$ cat config.mk
export PLATFORM = sky130hd
export DESIGN_NAME = tllru_ctrl
export DESIGN_NICKNAME = d
export VERILOG_FILES = /design/src/rtl/tllru_pkg.sv /design/src/rtl/tllru_ctrl.sv
export SDC_FILE = /design/constraint.sdc
export NUM_CORES = 1
export LEC_CHECK = 0
export ABC_AREA = 0
export BUFFER_PORTS_ARGS = -buffer_cell sky130_fd_sc_hd__buf_4
export CAP_MARGIN = 20
export CORE_AREA = 2 2 39 41
export CTS_CLUSTER_DIAMETER = 50
export DETAILED_ROUTE_END_ITERATION = 12
export DIE_AREA = 0 0 41 43
export PLACE_DENSITY = 0.83
export SYNTH_ARGS = -nofsm -noshare
export SYNTH_HDL_FRONTEND = slang
export SYNTH_SLANG_ARGS = --single-unit
$ cat constraint.sdc
create_clock -name clock -period 2.2 [get_ports clock]
set_input_delay 0.44 -clock clock [delete_from_list [all_inputs] [get_ports clock]]
set_output_delay 0.44 -clock clock [all_outputs]
set_load 0.03 [all_outputs]
$ cat src/rtl/tllru_pkg.sv
// Shared types, sizes and codes for the two-list LRU page cache.
// Used by tllru_ctrl, tllru_dpath and the top level; depends on nothing.
`default_nettype none

package tllru_pkg;

   localparam int SLOTS   = 256;
   localparam int SLOT_W  = $clog2(SLOTS);
   localparam int CNT_W   = $clog2(SLOTS + 1);
   localparam int TOT_W   = CNT_W + 1;
   localparam int PAGE_W  = 52;
   localparam int LIMIT_W = 8;
   localparam int KIND_W  = 2;

   localparam logic [LIMIT_W-1:0] LIMIT_RESET = 8'd255;

   // Result kinds.
   localparam logic [KIND_W-1:0] KIND_MISS     = 2'd0;
   localparam logic [KIND_W-1:0] KIND_INACTIVE = 2'd1;
   localparam logic [KIND_W-1:0] KIND_ACTIVE   = 2'd2;

   // List selectors.
   localparam logic LIST_ACTIVE   = 1'b0;
   localparam logic LIST_INACTIVE = 1'b1;

   // Where the working slot register is loaded from.
   typedef enum logic [1:0] {
      CUR_HIT,
      CUR_ATAIL,
      CUR_VICTIM,
      CUR_FREE
   } cur_src_type;

   // Commands from the controller to the datapath.
   typedef struct packed {
      logic        latch_req;
      logic        match;
      logic        encode;
      logic        load_cur;
      cur_src_type cur_src;
      logic        read;
      logic        remove;
      logic        push;
      logic        lst;
      logic        or_wr;
      logic        capture_ev;
      logic        insert;
      logic        load_rsp;
   } cmd_type;

   // Status from the datapath to the controller.
   typedef struct packed {
      logic hit_found;
      logic hit_active;
      logic evict_needed;
      logic victim_lst;
      logic demote_needed;
   } stat_type;

   // Index of the set bit of a one-hot (or all-zero) vector.
   function automatic logic [SLOT_W-1:0] enc_onehot(input logic [SLOTS-1:0] v);
      logic [SLOT_W-1:0] r;
      r = '0;
      for (int i = 0; i < SLOTS; i++) begin
         if (v[i]) begin
            r = r | SLOT_W'(i);
         end
      end
      return r;
   endfunction

endpackage

`default_nettype wire

$ cat src/rtl/tllru_ctrl.sv
// Controller of the two-list LRU page cache: sequences lookup and list updates.
// Depends on tllru_pkg; drives tllru_dpath through command and status structs.
`default_nettype none

module tllru_ctrl (
   input  wire                       clock,
   input  wire                       reset,
   input  wire                       req_valid,
   output logic                      req_stall,
   output logic                      rsp_valid,
   input  wire                       rsp_stall,
   output tllru_pkg::cmd_type        cmd,
   input  wire  tllru_pkg::stat_type stat
);

   typedef enum logic [3:0] {
      ST_IDLE,
      ST_MATCH,
      ST_ENC,
      ST_PLAN,
      ST_READ,
      ST_REM,
      ST_CHK,
      ST_PUSH,
      ST_RELOAD,
      ST_INS,
      ST_FIN
   } state_type;

   // Which update the current access is carrying out.
   typedef enum logic [1:0] {
      P_AHIT,
      P_IHIT,
      P_DEMOTE,
      P_EVICT
   } path_type;

   state_type state_ff;
   state_type state_in;
   path_type  path_ff;
   path_type  path_in;
   logic      rsp_valid_ff;
   logic      rsp_valid_in;
   logic      rsp_free;

   assign rsp_free  = !rsp_valid_ff || !rsp_stall;
   assign req_stall = (state_ff != ST_IDLE);
   assign rsp_valid = rsp_valid_ff;

   // Command decode and next state.
   always_comb begin
      cmd          = '0;
      cmd.cur_src  = tllru_pkg::CUR_HIT;
      cmd.lst      = tllru_pkg::LIST_ACTIVE;
      state_in     = state_ff;
      path_in      = path_ff;
      rsp_valid_in = rsp_valid_ff && rsp_stall;
      case (state_ff)
         ST_IDLE: begin
            if (req_valid) begin
               cmd.latch_req = 1'b1;
               state_in      = ST_MATCH;
            end
         end
         ST_MATCH: begin
            cmd.match = 1'b1;
            state_in  = ST_ENC;
         end
         ST_ENC: begin
            cmd.encode = 1'b1;
            state_in   = ST_PLAN;
         end
         ST_PLAN: begin
            cmd.load_cur = 1'b1;
            if (stat.hit_found) begin
               cmd.cur_src = tllru_pkg::CUR_HIT;
               path_in     = stat.hit_active ? P_AHIT : P_IHIT;
               state_in    = ST_READ;
            end else if (stat.evict_needed) begin
               cmd.cur_src = tllru_pkg::CUR_VICTIM;
               path_in     = P_EVICT;
               state_in    = ST_READ;
            end else begin
               cmd.cur_src = tllru_pkg::CUR_FREE;
               state_in    = ST_INS;
            end
         end
         ST_READ: begin
            cmd.read = 1'b1;
            state_in = ST_REM;
         end
         ST_REM: begin
            cmd.remove = 1'b1;
            case (path_ff)
               P_AHIT: begin
                  cmd.lst   = tllru_pkg::LIST_ACTIVE;
                  cmd.or_wr = 1'b1;
                  state_in  = ST_PUSH;
               end
               P_IHIT: begin
                  cmd.lst   = tllru_pkg::LIST_INACTIVE;
                  cmd.or_wr = 1'b1;
                  state_in  = ST_CHK;
               end
               P_DEMOTE: begin
                  cmd.lst  = tllru_pkg::LIST_ACTIVE;
                  state_in = ST_PUSH;
               end
               default: begin
                  cmd.lst        = stat.victim_lst;
                  cmd.capture_ev = 1'b1;
                  state_in       = ST_INS;
               end
            endcase
         end
         ST_CHK: begin
            // Demote the active tail first when the active list is longer.
            if (stat.demote_needed) begin
               cmd.load_cur = 1'b1;
               cmd.cur_src  = tllru_pkg::CUR_ATAIL;
               path_in      = P_DEMOTE;
               state_in     = ST_READ;
            end else begin
               state_in = ST_PUSH;
            end
         end
         ST_PUSH: begin
            cmd.push = 1'b1;
            if (path_ff == P_DEMOTE) begin
               cmd.lst  = tllru_pkg::LIST_INACTIVE;
               state_in = ST_RELOAD;
            end else begin
               cmd.lst  = tllru_pkg::LIST_ACTIVE;
               state_in = ST_FIN;
            end
         end
         ST_RELOAD: begin
            cmd.load_cur = 1'b1;
            cmd.cur_src  = tllru_pkg::CUR_HIT;
            path_in      = P_IHIT;
            state_in     = ST_PUSH;
         end
         ST_INS: begin
            cmd.push   = 1'b1;
            cmd.insert = 1'b1;
            cmd.lst    = tllru_pkg::LIST_INACTIVE;
            state_in   = ST_FIN;
         end
         ST_FIN: begin
            if (rsp_free) begin
               cmd.load_rsp = 1'b1;
               rsp_valid_in = 1'b1;
               state_in     = ST_IDLE;
            end
         end
         default: begin
            state_in = ST_IDLE;
         end
      endcase
   end

   // State, path and result valid.
   always_ff @(posedge clock) begin
      if (reset) begin
         state_ff     <= ST_IDLE;
         path_ff      <= P_AHIT;
         rsp_valid_ff <= 1'b0;
      end else begin
         state_ff     <= state_in;
         path_ff      <= path_in;
         rsp_valid_ff <= rsp_valid_in;
      end
   end

endmodule

`default_nettype wire

Word level (Yosys, flattened, before mapping). Cells that the tools add are included.

$add $sub $neg: 0. Multipliers: 0. Div/mod/pow operators: 0. $lt $le $gt $ge: 0. Equality and inequality tests: 16. Shifts and indexed selects: 0. Multiplexer cells: 35. Bitwise operators: 0. Reduce and logical (&&, ||, !) cells: 14.

Operators with widths (number): 4-bit one-hot mux with 11 select lines (1); 1-bit 2-to-1 mux (17); 4-bit by 3-bit equality test with 1-bit output, second input constant (4); 4-bit 2-to-1 mux (4); 2-bit 2-to-1 mux (7); 4-bit equality test, second input constant (3); 3-bit one-hot mux with 3 select lines (1); 4-bit by 2-bit equality test with 1-bit output, second input constant (2); 4-bit one-hot mux with 2 select lines (1); 2-bit != test, second input constant (3); 2-bit one-hot mux with 3 select lines (1); 2-bit OR reduction (3); 4-bit by 1-bit equality test with 1-bit output, second input constant (1); 4-bit zero test (1); 4-bit nonzero test (1); 3-bit 2-to-1 mux (1); 3-bit != test, second input constant (1); 1-bit one-hot mux with 3 select lines (1); 3-bit AND reduction (1); 3-bit nonzero test (1); 3-bit OR reduction (1); 2-bit by 1-bit equality test with 1-bit output, second input constant (1); 2-bit equality test, second input constant (1); 1-bit zero test (2); other kinds (5) (5).

Register bits: 7. Bits in latches: 0. RAM bits: 0. Bits in read-only memories: 0. Output and inout bits: 16. Logic and storage cells: 68. Memories: 0.

Logic depth before layout (Yosys ltp).
Word-level depth: 4. Depth in mapped cells: 6. Gate-level depth less buffers: 4.

Least setup slack after synthesis. Ideal clock, no wire load.

Path type: register -> output. Start point: register state_ff[1]. End point: output cmd[8] (netlist bit). Arrival time: 2.036 ns. Required time: 1.760 ns. Path slack: -0.276 ns. Stages on the path, launching flop included: 6. Path buffers: 1. Path through: dfxtp_1 buf_6 nand2_1 nor4_1 nand2b_1 nand2_1.

RTL lines: start: declaration (line tllru_ctrl.sv:38) `state_type state_ff;`; start signal: assignment (line tllru_ctrl.sv:169) `state_ff <= state_in;`; end: declaration (line tllru_ctrl.sv:12) `output tllru_pkg::cmd_type cmd,`.

==> results_dict.tcl <==
set metrics [dict create \
    netlist-cell-type-count 39 \
    p_int_mw 0.320 \
    part_of_the_yosys_area_used_for_sequential_elements_pct 22.0 \
    finalInstanceArea_um2 841 \
    numClockSinks 7 \
    timing_worst_setup_path_type "register to output pin" \
    pwr-share-clk_pct 20.8 \
    io_buffers 24 \
    relSlewSlack_pct 78.4 \
    dpl.hpwl_um 1300 \
    p_comb_share_pct 43.9 \
    cts_tree "yes" \
    clock_latency_ns 0.25 \
    start_kind "register" \
    fp.coreArea_um2 1380 \
    timing.critical_path.fanout_max 18 \
    dpl_cell_area_um2 810 \
    maximum_capacitance_violations 0 \
    yosys_register_bits 7 \
    initialDrtViolationCount 17 \
    cts.hold.buffers_added 0 \
    synthToLayoutAreaGrowth_pct 32.3 \
    clkTransAtPathRegs_ns 0.05 \
    io_pins 25 \
    starting_density_of_the_core_pct 45.9 \
    rsz0062_at_grt "false" \
    ys_warn_count 0 \
    netlist_area_pre_place_um2 636 \
    first_global_vias 647 \
    vias_per_cell 6.13 \
    ir_worst_vdd_mv 0.364 \
    antenna_violating_nets_post_route 0 \
    number_of_antenna_violations_at_the_first_check_in_global_routing 0 \
    htree_num_levels 1 \
    drcViolationCount 0 \
    pin_count_of_the_biggest_net_entering_global_routing 22 \
    worst_hold_path_type "input port to register" \
    routedWlPerCell_um 14.3 \
    worst_slew_pin_slew_ns 0.320 \
    fin_crit_share_pct 91.4 \
    final_hold_viol_count 0 \
    die_height_um 43 \
    cellPowerDensity_nw_per_um2 658 \
    setup_viol 0 \
    nFillCells 121 \
    switching_share_pct 42.1 \
    type_of_destination_of_the_critical_path "output pin" \
    first_pass_grt_wire_length_um 2790 \
    mostFrequentLayoutCell "buf_4" \
    firstDrtPassIters 4 \
    dr_total_vias 760 \
    layout_common_cells "24 x buf_4, 8 x nand2_1, 8 x nor2_1" \
    power_frac_seq_pct 35.3 \
    finalClockSkew_ns 0.000468 \
    clk_root_buffer_cell "clkbuf_4" \
    avgSynthCellArea_um2 7.48 \
    clockBufferDepth 2 \
    layout-drive-gt1-share_pct 33.3 \
    critical_path_required_ns 1.76 \
    worst_ep_arrival_time_ns 1.57 \
    synthesis.instances 85 \
    cts_setup_buffers 0 \
    groute.usage.overall_pct 22.8 \
    die_area_um2 1760 \
    net_switching_mw 0.233 \
    die_w_um 41 \
    cts_resized 0 \
    fin_tns_setup_ns 0 \
    slew_viol_final 0 \
    nNetsFinal 118 \
    routabilityCongestion 0.923 \
    rows 14 \
    post-route-min-period_ns 2.01 \
    fmaxAchievable_mhz 498 \
    status "finished clean" \
    detail_route.wirelength_um 1770 \
    synth_net_count 94 \
    antenna_cells 0 \
    static_leak_nw 0.358 \
    globalRoute.totalOverflow 0 \
    cts-buffers-inserted 3 \
]
==> worst max-delay path: stages, from the launching register on <==
cell and delay [ns]:
dfxtp_2 0.48, or3b_4 0.43, o21ai_0 0.10, a32o_1 0.15, buf_4 0.15
==> layout make-up <==
| class | count | area [um^2] | share of cell area (%) |
|---|---|---|---|
| Clock buffer | 4 | 26.3 | 3.13 |
| Multi-Input combinational cell | 69 | 454 | 54.0 |
| Inverter | 4 | 15.0 | 1.79 |
| Tap cell | 16 | 20.0 | 2.38 |
| Sequential cell | 7 | 145 | 17.3 |
| Timing Repair Buffer | 24 | 180 | 21.4 |
==> synth_stat cells, drive strengths merged <==
library cell / n / area [um^2]
mux2i: 1 / 10.0
and4bb: 1 / 12.5
nand3: 1 / 5.00
o21ai: 6 / 30.0
o221a: 1 / 11.3
and3: 3 / 18.8
clkbuf: 1 / 3.75
o31a: 1 / 8.76
dfxtp: 7 / 140
nor3: 3 / 15.0
nor2: 8 / 30.0
nand4bb: 2 / 22.5
a2111o: 1 / 11.3
buf: 4 / 28.8
nand2: 8 / 30.0
inv: 4 / 15.0
and2: 1 / 6.26
a31oi: 2 / 12.5
a221oi: 1 / 8.76
nor3b: 3 / 27.5
a211oi: 1 / 7.51
a32o: 1 / 10.0
or4: 1 / 7.51
a21oi: 5 / 25.0
or4b: 1 / 10.0
o311a: 1 / 10.0
nor4bb: 1 / 10.0
nand3b: 1 / 7.51
o21bai: 1 / 7.51
o21a: 2 / 15.0
a311o: 1 / 10.0
or3b: 1 / 11.3
or2: 2 / 12.5
nor4: 2 / 12.5
nand2b: 5 / 31.3
==> metal layers <==
metal | global-route usage, % | routed length [um] | vias up
met4 | 10.7 | 42 | 0
li1 | - | - | 373
met5 | 0 | 0 | -
met3 | 5.24 | 143 | 7
met2 | 34.4 | 858 | 40
met1 | 29.3 | 727 | 340
==> logic make-up after synthesis <==
kind of cell	Yosys count	synth area share [%]
compound gates	24	26.4
buf+inv	9	7.48
flops	7	22.0
mux	1	1.57
simple gates	44	42.5
==> final timing paths <==
kind	depth (start not counted)	slack, ns	startpoint	to
worst min-delay path	2	0.40	reset	state_ff[3]$_SDFFE_PP0P_
worst max register to register	4	0.54	state_ff[2]$_SDFFE_PP0P_	path_ff[0]$_SDFFE_PP0P_
worst max-delay path	4	0.19	state_ff[3]$_SDFFE_PP0P_	cmd[4]
worst min register to register	2	0.53	rsp_valid$_SDFF_PP0_	rsp_valid$_SDFF_PP0_
==> power groups by stage <==
stage | Sequential [mW] | Combinational (mW) | Clock, mW
finish | 0.195 | 0.243 | 0.115
global placement | 0.194 | 0.239 | 0
CTS | 0.191 | 0.243 | 0.120
floorplan | 0.162 | 0.200 | 0
detailed placement | 0.194 | 0.243 | 0
global route | 0.201 | 0.263 | 0.133
==> stage by stage <==
stage	worst slack (ns)	utilization [%]	instances	total power [mW]	hold slack, ns
detailed placement	0.299	58.5	120	0.436	0.495
global placement	0.356	58.5	120	0.433	0.488
floorplan	0.131	-	85	0.361	0.509
CTS	0.0263	60.4	124	0.554	0.395
finish	0.190	60.8	124	0.554	0.399
global route	0.0745	60.8	124	0.598	0.377
==> flip-flops by register name, summed over array words and instances (netlist names) <==
register and cells:
path_ff 2, rsp_valid 1, state_ff 4
Note: power is estimated with default switching activity, not from simulation.
